### config.mk
export PLATFORM = sky130hd
export DESIGN_NAME = midi_event_serializer
export DESIGN_NICKNAME = d
export VERILOG_FILES = /design/src/rtl/mes_pkg.sv /design/src/rtl/mes_front.sv /design/src/rtl/mes_queue.sv /design/src/rtl/mes_back.sv /design/src/rtl/midi_event_serializer.sv
export SDC_FILE = /design/constraint.sdc
export NUM_CORES = 1
export LEC_CHECK = 0
export ABC_AREA = 1
export CAP_MARGIN = 20
export CORE_UTILIZATION = 55
export CTS_CLUSTER_DIAMETER = 40
export DETAILED_ROUTE_END_ITERATION = 10
export DONT_BUFFER_PORTS = 1
export HOLD_SLACK_MARGIN = 0.06
export PLACE_DENSITY = 0.66
export SETUP_SLACK_MARGIN = 0.05
export SYNTH_ARGS = -nofsm -noshare
export SYNTH_HDL_FRONTEND = slang
export SYNTH_HIERARCHICAL = 1
export SYNTH_SLANG_ARGS = --single-unit
export TNS_END_PERCENT = 5
### constraint.sdc
create_clock -name clk_i -period 17.7 [get_ports clk_i]
set_input_delay 3.54 -clock clk_i [delete_from_list [all_inputs] [get_ports clk_i]]
set_output_delay 3.54 -clock clk_i [all_outputs]
set_load 0.02 [all_outputs]
### src/rtl/mes_pkg.sv
package mes_pkg;

  // Longest event: status plus four controller pairs
  localparam int unsigned MaxBytes   = 9;
  localparam int unsigned DataBytes  = MaxBytes - 1;
  localparam int unsigned LenW       = $clog2(MaxBytes + 1);
  // Job queue depth, a power of two
  localparam int unsigned QueueDepth = 2;
  localparam int unsigned QPtrW      = (QueueDepth > 1) ? $clog2(QueueDepth) : 1;
  localparam int unsigned QCntW      = $clog2(QueueDepth + 1);

  typedef enum logic [4:0] {
    CMD_KEY_ON      = 5'd0,
    CMD_KEY_OFF     = 5'd1,
    CMD_POLY_PRESS  = 5'd2,
    CMD_CTRL        = 5'd3,
    CMD_PROGRAM     = 5'd4,
    CMD_CHAN_PRESS  = 5'd5,
    CMD_PITCH_WHEEL = 5'd6,
    CMD_SONG_POS    = 5'd7,
    CMD_SONG_SEL    = 5'd8,
    CMD_CLOCK       = 5'd9,
    CMD_START       = 5'd10,
    CMD_CONTINUE    = 5'd11,
    CMD_STOP        = 5'd12,
    CMD_TUNE        = 5'd13,
    CMD_ACTIVE      = 5'd14,
    CMD_RESET       = 5'd15,
    CMD_QFRAME      = 5'd16,
    CMD_CTRL14      = 5'd17,
    CMD_NRPN        = 5'd18,
    CMD_RPN         = 5'd19,
    CMD_NOTE        = 5'd20,
    CMD_IGNORED     = 5'd21
  } cmd_e;

  localparam logic [7:0] StNoteOff   = 8'h80;
  localparam logic [7:0] StNoteOn    = 8'h90;
  localparam logic [7:0] StPoly      = 8'hA0;
  localparam logic [7:0] StControl   = 8'hB0;
  localparam logic [7:0] StProgram   = 8'hC0;
  localparam logic [7:0] StChanPress = 8'hD0;
  localparam logic [7:0] StPitch     = 8'hE0;
  localparam logic [7:0] StQFrame    = 8'hF1;
  localparam logic [7:0] StSongPos   = 8'hF2;
  localparam logic [7:0] StSongSel   = 8'hF3;
  localparam logic [7:0] StTune      = 8'hF6;
  localparam logic [7:0] StClock     = 8'hF8;
  localparam logic [7:0] StStart     = 8'hFA;
  localparam logic [7:0] StContinue  = 8'hFB;
  localparam logic [7:0] StStop      = 8'hFC;
  localparam logic [7:0] StActive    = 8'hFE;
  localparam logic [7:0] StReset     = 8'hFF;
  localparam logic [7:0] StNone      = 8'h00;

  localparam logic [6:0] NrpnMsb  = 7'd99;
  localparam logic [6:0] NrpnLsb  = 7'd98;
  localparam logic [6:0] RpnMsb   = 7'd101;
  localparam logic [6:0] RpnLsb   = 7'd100;
  localparam logic [6:0] EntryMsb = 7'd6;
  localparam logic [6:0] EntryLsb = 7'd38;

  typedef struct packed {
    logic [4:0]  command;
    logic [3:0]  channel;
    logic [6:0]  first_data;
    logic [6:0]  second_data;
    logic [13:0] param_number;
    logic [13:0] param_value;
  } evt_t;

  typedef struct packed {
    logic [7:0] out_byte;
    logic       last_byte;
  } out_t;

  // Wire bytes of one event, first byte in entry 0
  typedef struct packed {
    logic [MaxBytes-1:0][7:0] bytes;
    logic [LenW-1:0]          len;
  } job_t;

endpackage

### src/rtl/mes_front.sv
module mes_front (
  input  logic              clk_i,
  input  logic              rst_ni,
  input  logic              in_valid_i,
  output logic              in_ready_o,
  input  mes_pkg::evt_t     in_data_i,
  output logic              push_valid_o,
  input  logic              push_ready_i,
  output mes_pkg::job_t     push_job_o
);

  logic [7:0] run_st_q, run_st_d;
  logic [7:0] st;
  logic       chan_msg;
  logic       sys_msg;
  logic       clr_run;
  logic       emit_st;
  logic [mes_pkg::DataBytes-1:0][6:0] dat;
  logic [mes_pkg::LenW-1:0] ndat;
  logic       in_xfer;
  logic [6:0] num5;

  assign in_ready_o = push_ready_i;
  assign in_xfer    = in_valid_i && in_ready_o;
  assign num5       = {2'b00, in_data_i.param_number[4:0]};

  always_comb begin
    st       = mes_pkg::StNone;
    chan_msg = 1'b0;
    sys_msg  = 1'b0;
    clr_run  = 1'b0;
    dat      = '0;
    ndat     = '0;
    case (in_data_i.command)
      mes_pkg::CMD_KEY_ON, mes_pkg::CMD_NOTE, mes_pkg::CMD_KEY_OFF,
      mes_pkg::CMD_POLY_PRESS, mes_pkg::CMD_CTRL, mes_pkg::CMD_PITCH_WHEEL: begin
        chan_msg = 1'b1;
        dat[0]   = in_data_i.first_data;
        dat[1]   = in_data_i.second_data;
        ndat     = mes_pkg::LenW'(2);
        case (in_data_i.command)
          mes_pkg::CMD_KEY_OFF:     st = mes_pkg::StNoteOff;
          mes_pkg::CMD_POLY_PRESS:  st = mes_pkg::StPoly;
          mes_pkg::CMD_CTRL:        st = mes_pkg::StControl;
          mes_pkg::CMD_PITCH_WHEEL: st = mes_pkg::StPitch;
          default:                  st = mes_pkg::StNoteOn;
        endcase
        st[3:0] = in_data_i.channel;
      end
      mes_pkg::CMD_PROGRAM, mes_pkg::CMD_CHAN_PRESS: begin
        chan_msg = 1'b1;
        st       = (in_data_i.command == mes_pkg::CMD_PROGRAM) ?
                   mes_pkg::StProgram : mes_pkg::StChanPress;
        st[3:0]  = in_data_i.channel;
        dat[0]   = in_data_i.first_data;
        ndat     = mes_pkg::LenW'(1);
      end
      mes_pkg::CMD_SONG_POS: begin
        sys_msg = 1'b1;
        clr_run = 1'b1;
        st      = mes_pkg::StSongPos;
        dat[0]  = in_data_i.first_data;
        dat[1]  = in_data_i.second_data;
        ndat    = mes_pkg::LenW'(2);
      end
      mes_pkg::CMD_SONG_SEL: begin
        sys_msg = 1'b1;
        clr_run = 1'b1;
        st      = mes_pkg::StSongSel;
        dat[0]  = in_data_i.first_data;
        ndat    = mes_pkg::LenW'(1);
      end
      mes_pkg::CMD_QFRAME: begin
        sys_msg = 1'b1;
        clr_run = 1'b1;
        st      = mes_pkg::StQFrame;
        dat[0]  = {in_data_i.first_data[2:0], in_data_i.second_data[3:0]};
        ndat    = mes_pkg::LenW'(1);
      end
      mes_pkg::CMD_CLOCK:    begin sys_msg = 1'b1; st = mes_pkg::StClock;    end
      mes_pkg::CMD_START:    begin sys_msg = 1'b1; st = mes_pkg::StStart;    end
      mes_pkg::CMD_CONTINUE: begin sys_msg = 1'b1; st = mes_pkg::StContinue; end
      mes_pkg::CMD_STOP:     begin sys_msg = 1'b1; st = mes_pkg::StStop;     end
      mes_pkg::CMD_TUNE:     begin sys_msg = 1'b1; st = mes_pkg::StTune;     end
      mes_pkg::CMD_ACTIVE:   begin sys_msg = 1'b1; st = mes_pkg::StActive;   end
      mes_pkg::CMD_RESET:    begin sys_msg = 1'b1; st = mes_pkg::StReset;    end
      mes_pkg::CMD_CTRL14: begin
        chan_msg = 1'b1;
        st       = mes_pkg::StControl;
        st[3:0]  = in_data_i.channel;
        dat[0]   = num5;
        dat[1]   = in_data_i.param_value[13:7];
        dat[2]   = {2'b01, in_data_i.param_number[4:0]};  // number + 32
        dat[3]   = in_data_i.param_value[6:0];
        ndat     = mes_pkg::LenW'(4);
      end
      mes_pkg::CMD_NRPN, mes_pkg::CMD_RPN: begin
        chan_msg = 1'b1;
        st       = mes_pkg::StControl;
        st[3:0]  = in_data_i.channel;
        dat[0]   = (in_data_i.command == mes_pkg::CMD_NRPN) ?
                   mes_pkg::NrpnMsb : mes_pkg::RpnMsb;
        dat[1]   = in_data_i.param_number[13:7];
        dat[2]   = (in_data_i.command == mes_pkg::CMD_NRPN) ?
                   mes_pkg::NrpnLsb : mes_pkg::RpnLsb;
        dat[3]   = in_data_i.param_number[6:0];
        dat[4]   = mes_pkg::EntryMsb;
        dat[5]   = in_data_i.param_value[13:7];
        dat[6]   = mes_pkg::EntryLsb;
        dat[7]   = in_data_i.param_value[6:0];
        ndat     = mes_pkg::LenW'(8);
      end
      default: begin
      end
    endcase
  end

  // Status is dropped only for a channel message matching running status
  assign emit_st = sys_msg || (chan_msg && (st != run_st_q));

  always_comb begin
    push_job_o.bytes = '0;
    if (emit_st) begin
      push_job_o.bytes[0] = st;
      for (int i = 0; i < mes_pkg::DataBytes; i++) begin
        push_job_o.bytes[i+1] = {1'b0, dat[i]};
      end
    end else begin
      for (int i = 0; i < mes_pkg::DataBytes; i++) begin
        push_job_o.bytes[i] = {1'b0, dat[i]};
      end
    end
    push_job_o.len = ndat + mes_pkg::LenW'(emit_st);
  end

  // Events that produce no bytes are taken and dropped here
  assign push_valid_o = in_valid_i && (push_job_o.len != '0);

  always_comb begin
    run_st_d = run_st_q;
    if (in_xfer) begin
      if (chan_msg) begin
        run_st_d = st;
      end else if (clr_run) begin
        run_st_d = mes_pkg::StNone;
      end
    end
  end

  always_ff @(posedge clk_i or negedge rst_ni) begin
    if (!rst_ni) begin
      run_st_q <= mes_pkg::StNone;
    end else begin
      run_st_q <= run_st_d;
    end
  end

endmodule

### src/rtl/mes_queue.sv
module mes_queue (
  input  logic          clk_i,
  input  logic          rst_ni,
  input  logic          push_valid_i,
  output logic          push_ready_o,
  input  mes_pkg::job_t push_job_i,
  output logic          pop_valid_o,
  input  logic          pop_ready_i,
  output mes_pkg::job_t pop_job_o
);

  mes_pkg::job_t mem_q [mes_pkg::QueueDepth];
  logic [mes_pkg::QPtrW-1:0] wr_ptr_q, rd_ptr_q;
  logic [mes_pkg::QCntW-1:0] cnt_q, cnt_d;
  logic push, pop;

  assign push_ready_o = (cnt_q != mes_pkg::QCntW'(mes_pkg::QueueDepth));
  assign pop_valid_o  = (cnt_q != '0);
  assign push         = push_valid_i && push_ready_o;
  assign pop          = pop_valid_o && pop_ready_i;
  assign pop_job_o    = mem_q[rd_ptr_q];

  always_comb begin
    cnt_d = cnt_q;
    if (push && !pop) begin
      cnt_d = cnt_q + mes_pkg::QCntW'(1);
    end else if (pop && !push) begin
      cnt_d = cnt_q - mes_pkg::QCntW'(1);
    end
  end

  always_ff @(posedge clk_i) begin
    if (push) begin
      mem_q[wr_ptr_q] <= push_job_i;
    end
  end

  always_ff @(posedge clk_i or negedge rst_ni) begin
    if (!rst_ni) begin
      wr_ptr_q <= '0;
      rd_ptr_q <= '0;
      cnt_q    <= '0;
    end else begin
      cnt_q <= cnt_d;
      if (push) begin
        wr_ptr_q <= wr_ptr_q + mes_pkg::QPtrW'(1);
      end
      if (pop) begin
        rd_ptr_q <= rd_ptr_q + mes_pkg::QPtrW'(1);
      end
    end
  end

endmodule

### src/rtl/mes_back.sv
module mes_back (
  input  logic          clk_i,
  input  logic          rst_ni,
  input  logic          pop_valid_i,
  output logic          pop_ready_o,
  input  mes_pkg::job_t pop_job_i,
  output logic          out_valid_o,
  input  logic          out_ready_i,
  output mes_pkg::out_t out_data_o
);

  logic [mes_pkg::MaxBytes-1:0][7:0] bytes_q, bytes_d;
  logic [mes_pkg::LenW-1:0]          cnt_q, cnt_d;
  logic last, out_xfer, load;

  assign last        = (cnt_q == mes_pkg::LenW'(1));
  assign out_valid_o = (cnt_q != '0);
  assign out_xfer    = out_valid_o && out_ready_i;
  // Next job loads as the final byte of the current one transfers
  assign pop_ready_o = !out_valid_o || (out_xfer && last);
  assign load        = pop_valid_i && pop_ready_o;

  assign out_data_o.out_byte  = bytes_q[0];
  assign out_data_o.last_byte = last;

  always_comb begin
    bytes_d = bytes_q;
    cnt_d   = cnt_q;
    if (load) begin
      bytes_d = pop_job_i.bytes;
      cnt_d   = pop_job_i.len;
    end else if (out_xfer) begin
      for (int i = 0; i < mes_pkg::MaxBytes - 1; i++) begin
        bytes_d[i] = bytes_q[i+1];
      end
      bytes_d[mes_pkg::MaxBytes-1] = '0;
      cnt_d = cnt_q - mes_pkg::LenW'(1);
    end
  end

  always_ff @(posedge clk_i) begin
    bytes_q <= bytes_d;
  end

  always_ff @(posedge clk_i or negedge rst_ni) begin
    if (!rst_ni) begin
      cnt_q <= '0;
    end else begin
      cnt_q <= cnt_d;
    end
  end

endmodule

### src/rtl/midi_event_serializer.sv
// MIDI event serializer: takes one event per transfer and sends its wire bytes,
// one byte per output transfer, with last_byte set on the final byte of each
// event. Each wire byte is one output transfer: 1 byte for real-time
// and tune, up to 3 for short messages, up to 5 for a 14-bit controller and up
// to 9 for NRPN or RPN (one less when running status drops the status byte);
// the output shifter sends one byte per cycle while out_ready_i is high.
// Channel messages omit their status byte when it equals running status.
// Events are classified on arrival and held in a two-entry job queue, so input
// is taken while earlier bytes are still going out; events with no bytes are
// taken and dropped. Output data and valid come straight from registers.
module midi_event_serializer (
  input  logic          clk_i,
  input  logic          rst_ni,
  input  logic          in_valid_i,
  output logic          in_ready_o,
  input  mes_pkg::evt_t in_data_i,
  output logic          out_valid_o,
  input  logic          out_ready_i,
  output mes_pkg::out_t out_data_o
);

  logic          push_valid, push_ready;
  mes_pkg::job_t push_job;
  logic          pop_valid, pop_ready;
  mes_pkg::job_t pop_job;

  mes_front u_front (
    .clk_i        (clk_i),
    .rst_ni       (rst_ni),
    .in_valid_i   (in_valid_i),
    .in_ready_o   (in_ready_o),
    .in_data_i    (in_data_i),
    .push_valid_o (push_valid),
    .push_ready_i (push_ready),
    .push_job_o   (push_job)
  );

  mes_queue u_queue (
    .clk_i        (clk_i),
    .rst_ni       (rst_ni),
    .push_valid_i (push_valid),
    .push_ready_o (push_ready),
    .push_job_i   (push_job),
    .pop_valid_o  (pop_valid),
    .pop_ready_i  (pop_ready),
    .pop_job_o    (pop_job)
  );

  mes_back u_back (
    .clk_i       (clk_i),
    .rst_ni      (rst_ni),
    .pop_valid_i (pop_valid),
    .pop_ready_o (pop_ready),
    .pop_job_i   (pop_job),
    .out_valid_o (out_valid_o),
    .out_ready_i (out_ready_i),
    .out_data_o  (out_data_o)
  );

endmodule
==> summary by stage <==
Timing
The tightest hold path in the finished design has a slack of between 0.5 and 0.6 ns. The total setup violations reported at the end of the flow is 0. The count of endpoints failing hold in the final timing report is 0.

The clock period could shrink to 7.59 ns. The worst clock skew is 0.0120 ns. The number of max-slew violations in the final report was 0. The final period utilization is 0.429. Static timing analysis puts the maximum clock frequency at between 0.1 and 0.15 GHz. Setup repair after global routing left no endpoint under its margin. Summed over all failing endpoints, the final setup total negative slack is 0 ns. The slew at the pin with the worst max-slew slack is roughly 0.93 ns. The worst slew slack as a fraction of its limit is 0.383.

Clocking
The count of clock tree sinks is 240. The clock transition time at the flip-flop clock pins of the worst setup and hold paths is approximately 0.050 ns. The root buffer cell chosen for the clock tree is sky130_fd_sc_hd__clkbuf_16.

The number of levels in the clock H-tree is 2. The number of buffers created by CTS is 35. Post-CTS timing repair inserted 0 buffers for setup. The quantity of gates resized following cts is 0. The longest clock path from root to sink contains 3 buffers. The clock network latency to the later pin of the worst-skew pair is between 0.5 and 0.6 ns. TritonCTS built the clock tree. The number of hold buffers added after CTS was 0.

Setup path
The worst setup path is of the input pin to flip-flop kind. The critical path capture point type is a flip-flop. The endpoint of the worst register-to-register path is u_queue/mem_q[1][12].

The number of cells traversed by the worst register-to-register path is 17. Data on the critical path arrives at its endpoint at between 7 and 8 ns. In this run the worst path has a maximum fanout of 46. The critical path data required time is roughly 18 ns. The worst setup path endpoint is u_queue/mem_q[1][12]. The element type at the critical path start is an input pin. The worst reg2reg path startpoint is u_front/run_st_q[6]. The launching instance or port of the critical path is in_data_i[46].

The setup check on the worst reg-to-reg path leaves a slack of between 10 and 15 ns.

Placed design
The weighted congestion reported at the end of routability-driven placement is 0.856. After legalization and detailed placement, the total HPWL measured ~16000 um. The number of I/O port buffers is 0.

Synthesis
The warning count from the yosys run is 6. In the post-synthesis netlist, the biggest area contributors are sky130_fd_sc_hd__edfxtp_1, sky130_fd_sc_hd__nand2_1, sky130_fd_sc_hd__nand3_1, sky130_fd_sc_hd__dfrtp_1, sky130_fd_sc_hd__inv_1. The number of distinct library cell variants in the gate-level netlist after synthesis is 37. In this run, synthesis produced a sequential element count of between 200 and 250.

The share of synthesized area in the top cell type comes to 0.590. The post-synthesis mux area share is 0. The share of the synthesized area in compound gates (AO/OA/AOI/OAI) came to 0.0268. Of the total synthesized cell area, the portion taken by full adders, half adders and majority gates is 0.00549. By area, the combinational part of the netlist is dominated by simple AND/OR/NAND/NOR gates. The synthesized area is ~11000 um2. The simple-gate portion of the synthesized area is 0.274. Dividing the synthesized area by the synthesized cell count gives ~9.5 um2. The xor-xnor portion of the synthesized cell area is 0.00307.

The most area-hungry cell type in the Yosys netlist is sky130_fd_sc_hd__edfxtp_1. The cell count after synthesis came out at between 1000 and 1500. The share of the Yosys chip area taken by registers is 0.626.

Drt
The starting DRC count in detailed routing is approximately 680. After detailed routing, the number of remaining DRC violations is 0. The total iterations of the first detailed-routing run is 5. Dividing the detail-routed via count by the number of cells gives roughly 5.5.

For this block, the routed nets add up to between 20000 and 30000 um of wire. Dividing the detail-routed wire length by the instance count gives roughly 18 um. The detailed-route via count is ~8200. Once detail routing completed, the nets flagged for antenna violations numbered 0.

Power
The share of total power dissipated in combinational logic is 0.259. The power share of the sequential group is 0.421. The maximum vdd drop is 104 uV.

The design draws 2150 uW. For this design the total switching power over the nets is around 730 uW. For this design the static power due to leakage is ~0.0055 uW. Of the total power, the share spent switching nets is 0.338. The cell area power density is roughly 170 nW/um2. The internal power of the cells totals ~1400 uW. The share of total power dissipated in the clock network is 0.319.

Global routing
The via count of the first global-routing pass was between 7000 and 8000. The initial antenna violation count is 2. The global router's overall resource usage is 0.259. The total congestion overflow is 0. Entering global routing, the biggest net connects 79 pins. The wire length of the first global-routing pass is between 40000 and 50000 um.

Die
The area of the die is 21300 um2. The width of the die is between 100 and 150 um. The floorplan has 52 rows. The I/O pin total is 66. The die is 146 um tall. The area of the core is a little over 20000 um2.

For this configuration, the core starts out at a cell density of 0.561.

Cells and area
At the end of the flow, the number of nets in the layout was between 1000 and 1500. The repair_antennas step left the layout with diodes totalling 0. Relative to the synthesized area, the layout overhead comes to 10.4%. In the final layout, the share of cells above drive strength 1 is 0.0781. The fill cell total of the finished layout is 1748.

Flow run
Across the run, the number of max-cap violations was 0.

Outcome
The flow ran to the end, and the final reports show no timing, DRC or antenna violations.

Worst hold path
The path class of the tightest hold or removal check is flip-flop to flip-flop.
## power by group through the flow
stage / clock (uW) / sequential [uW] / combinational [uW]
floorplan: 0 / 900 / 464
global placement: 0 / 917 / 546
global route: 721 / 924 / 631
detailed placement: 0 / 919 / 557
CTS: 698 / 910 / 561
finish: 688 / 907 / 559
## how the worst min path moves through the flow
stage / start / to / cells past startpoint
2_1_floorplan: u_queue/cnt_q[1] / u_queue/cnt_q[1] / 2
3_3_place_gp: u_queue/cnt_q[1] / u_queue/cnt_q[1] / 2
3_5_place_dp: u_queue/cnt_q[1] / u_queue/cnt_q[1] / 2
4_1_cts: u_queue/cnt_q[1] / u_queue/cnt_q[1] / 2
5_1_grt: u_back/bytes_q[71] / u_back/bytes_q[63] / 2
6_report: u_queue/cnt_q[0] / u_queue/cnt_q[0] / 1
## registers in the layout, summed over array words and instances (netlist names)
register / flops
u_front/run_st_q: 8
u_back/out_data_o: 8
u_queue/cnt_q: 2
u_queue/wr_ptr_q: 1
u_queue/mem_q: 152
u_back/bytes_q: 64
u_queue/rd_ptr_q: 1
u_back/cnt_q: 4
## worst max-delay path, cell delays in order
cell and delay [ns]:
sky130_fd_sc_hd__inv_1 0.13, sky130_fd_sc_hd__nand2_1 0.11, sky130_fd_sc_hd__nand3_1 0.12, sky130_fd_sc_hd__nand2_1 0.10, sky130_fd_sc_hd__nor2_2 0.19, sky130_fd_sc_hd__nand2_2 0.20
sky130_fd_sc_hd__nand2_1 0.16, sky130_fd_sc_hd__nand2_1 0.08, sky130_fd_sc_hd__nand2_1 0.07, sky130_fd_sc_hd__nand2_1 0.05, sky130_fd_sc_hd__nor2_1 0.08, sky130_fd_sc_hd__nand3_1 0.12
sky130_fd_sc_hd__nand2_4 0.44, sky130_fd_sc_hd__nand2_1 0.11, sky130_fd_sc_hd__ha_1 0.22, sky130_fd_sc_hd__ha_1 0.19, sky130_fd_sc_hd__xor2_1 0.21, sky130_fd_sc_hd__nor3_1 0.07
sky130_fd_sc_hd__a21boi_0 0.15, sky130_fd_sc_hd__nand2_1 0.22, sky130_fd_sc_hd__nor2_4 0.33, sky130_fd_sc_hd__buf_12 0.25, sky130_fd_sc_hd__buf_4 0.51
## final cells by class
class / instances / area (um2) / share of cell area
Sequential cell: 240 / 7130 / 0.567
Multi-Input combinational cell: 827 / 3580 / 0.285
Clock buffer: 39 / 922 / 0.0733
Tap cell: 270 / 338 / 0.0269
Clock inverter: 24 / 255 / 0.0203
Inverter: 63 / 239 / 0.0190
Timing Repair Buffer: 11 / 108 / 0.00856
## cells by family (layout without fill, tap and decap cells)
logic type | count (synthesis) | in the layout
compound gates | 50 | 50
other cells | 1 | 8
fa+ha+maj | 5 | 5
xor+xnor | 4 | 4
buf+inv | 138 | 137
simple gates | 760 | 760
flops | 240 | 240
## Yosys cell counts
cell type                  instances
sky130_fd_sc_hd__inv_1            53
sky130_fd_sc_hd__a21oi_1          17
sky130_fd_sc_hd__o22ai_1           2
sky130_fd_sc_hd__nand4_1           7
sky130_fd_sc_hd__nor3b_1           1
sky130_fd_sc_hd__nor2_4            2
sky130_fd_sc_hd__nand2_4           2
sky130_fd_sc_hd__nand2_1         544
sky130_fd_sc_hd__edfxtp_1        224
sky130_fd_sc_hd__buf_2            24
sky130_fd_sc_hd__nor3_1            4
sky130_fd_sc_hd__a211oi_1          1
sky130_fd_sc_hd__a32o_1            2
sky130_fd_sc_hd__nand3_2           2
sky130_fd_sc_hd__conb_1            1
sky130_fd_sc_hd__clkinv_1          3
sky130_fd_sc_hd__nand2_2           3
sky130_fd_sc_hd__ha_1              5
sky130_fd_sc_hd__o21ai_0          11
sky130_fd_sc_hd__o311ai_1          1
sky130_fd_sc_hd__nor2_1           49
sky130_fd_sc_hd__nand3b_1          2
sky130_fd_sc_hd__inv_2             6
sky130_fd_sc_hd__nor3_2            1
sky130_fd_sc_hd__a22o_1            1
sky130_fd_sc_hd__xor2_1            2
sky130_fd_sc_hd__dfrtp_1          16
sky130_fd_sc_hd__nand3_1         140
sky130_fd_sc_hd__a21boi_0          6
sky130_fd_sc_hd__xnor2_1           2
sky130_fd_sc_hd__a22oi_1           7
sky130_fd_sc_hd__inv_4             1
sky130_fd_sc_hd__clkbuf_1         15
sky130_fd_sc_hd__buf_4            23
sky130_fd_sc_hd__nor2_2            3
sky130_fd_sc_hd__o21ai_1           2
sky130_fd_sc_hd__buf_6            13
## routing by layer
layer,vias up,track usage,wire length [um]
met4,4,0.0905,720
met2,268,0.397,12200
met5,-,0,30
met3,57,0.0611,1910
li1,3921,-,-
met1,3930,0.363,12000
## through the flow
stage	area, um2	util	setup WS, ns	cells
2_1_floorplan	11400	-	8.00	1205
3_3_place_gp	11400	0.559	9.20	1409
3_5_place_dp	11400	0.559	9.13	1409
4_1_cts	12500	0.617	9.65	1472
5_1_grt	12600	0.619	9.75	1474
6_report	12600	0.619	10.11	1474
## cell usage in the layout (no fill, tap or decap), drive strengths merged
cell type	instances
a211oi	1
a21boi	6
a21oi	17
a22o	1
a22oi	7
a32o	2
buf	11
bufinv	4
clkbuf	39
clkinv	15
clkinvlp	4
conb	8
dfrtp	16
edfxtp	224
ha	5
inv	64
nand2	549
nand3	142
nand3b	2
nand4	7
nor2	54
nor3	5
nor3b	1
o21ai	13
o22ai	2
o311ai	1
xnor2	2
xor2	2
(Power assumes the default switching activity.)
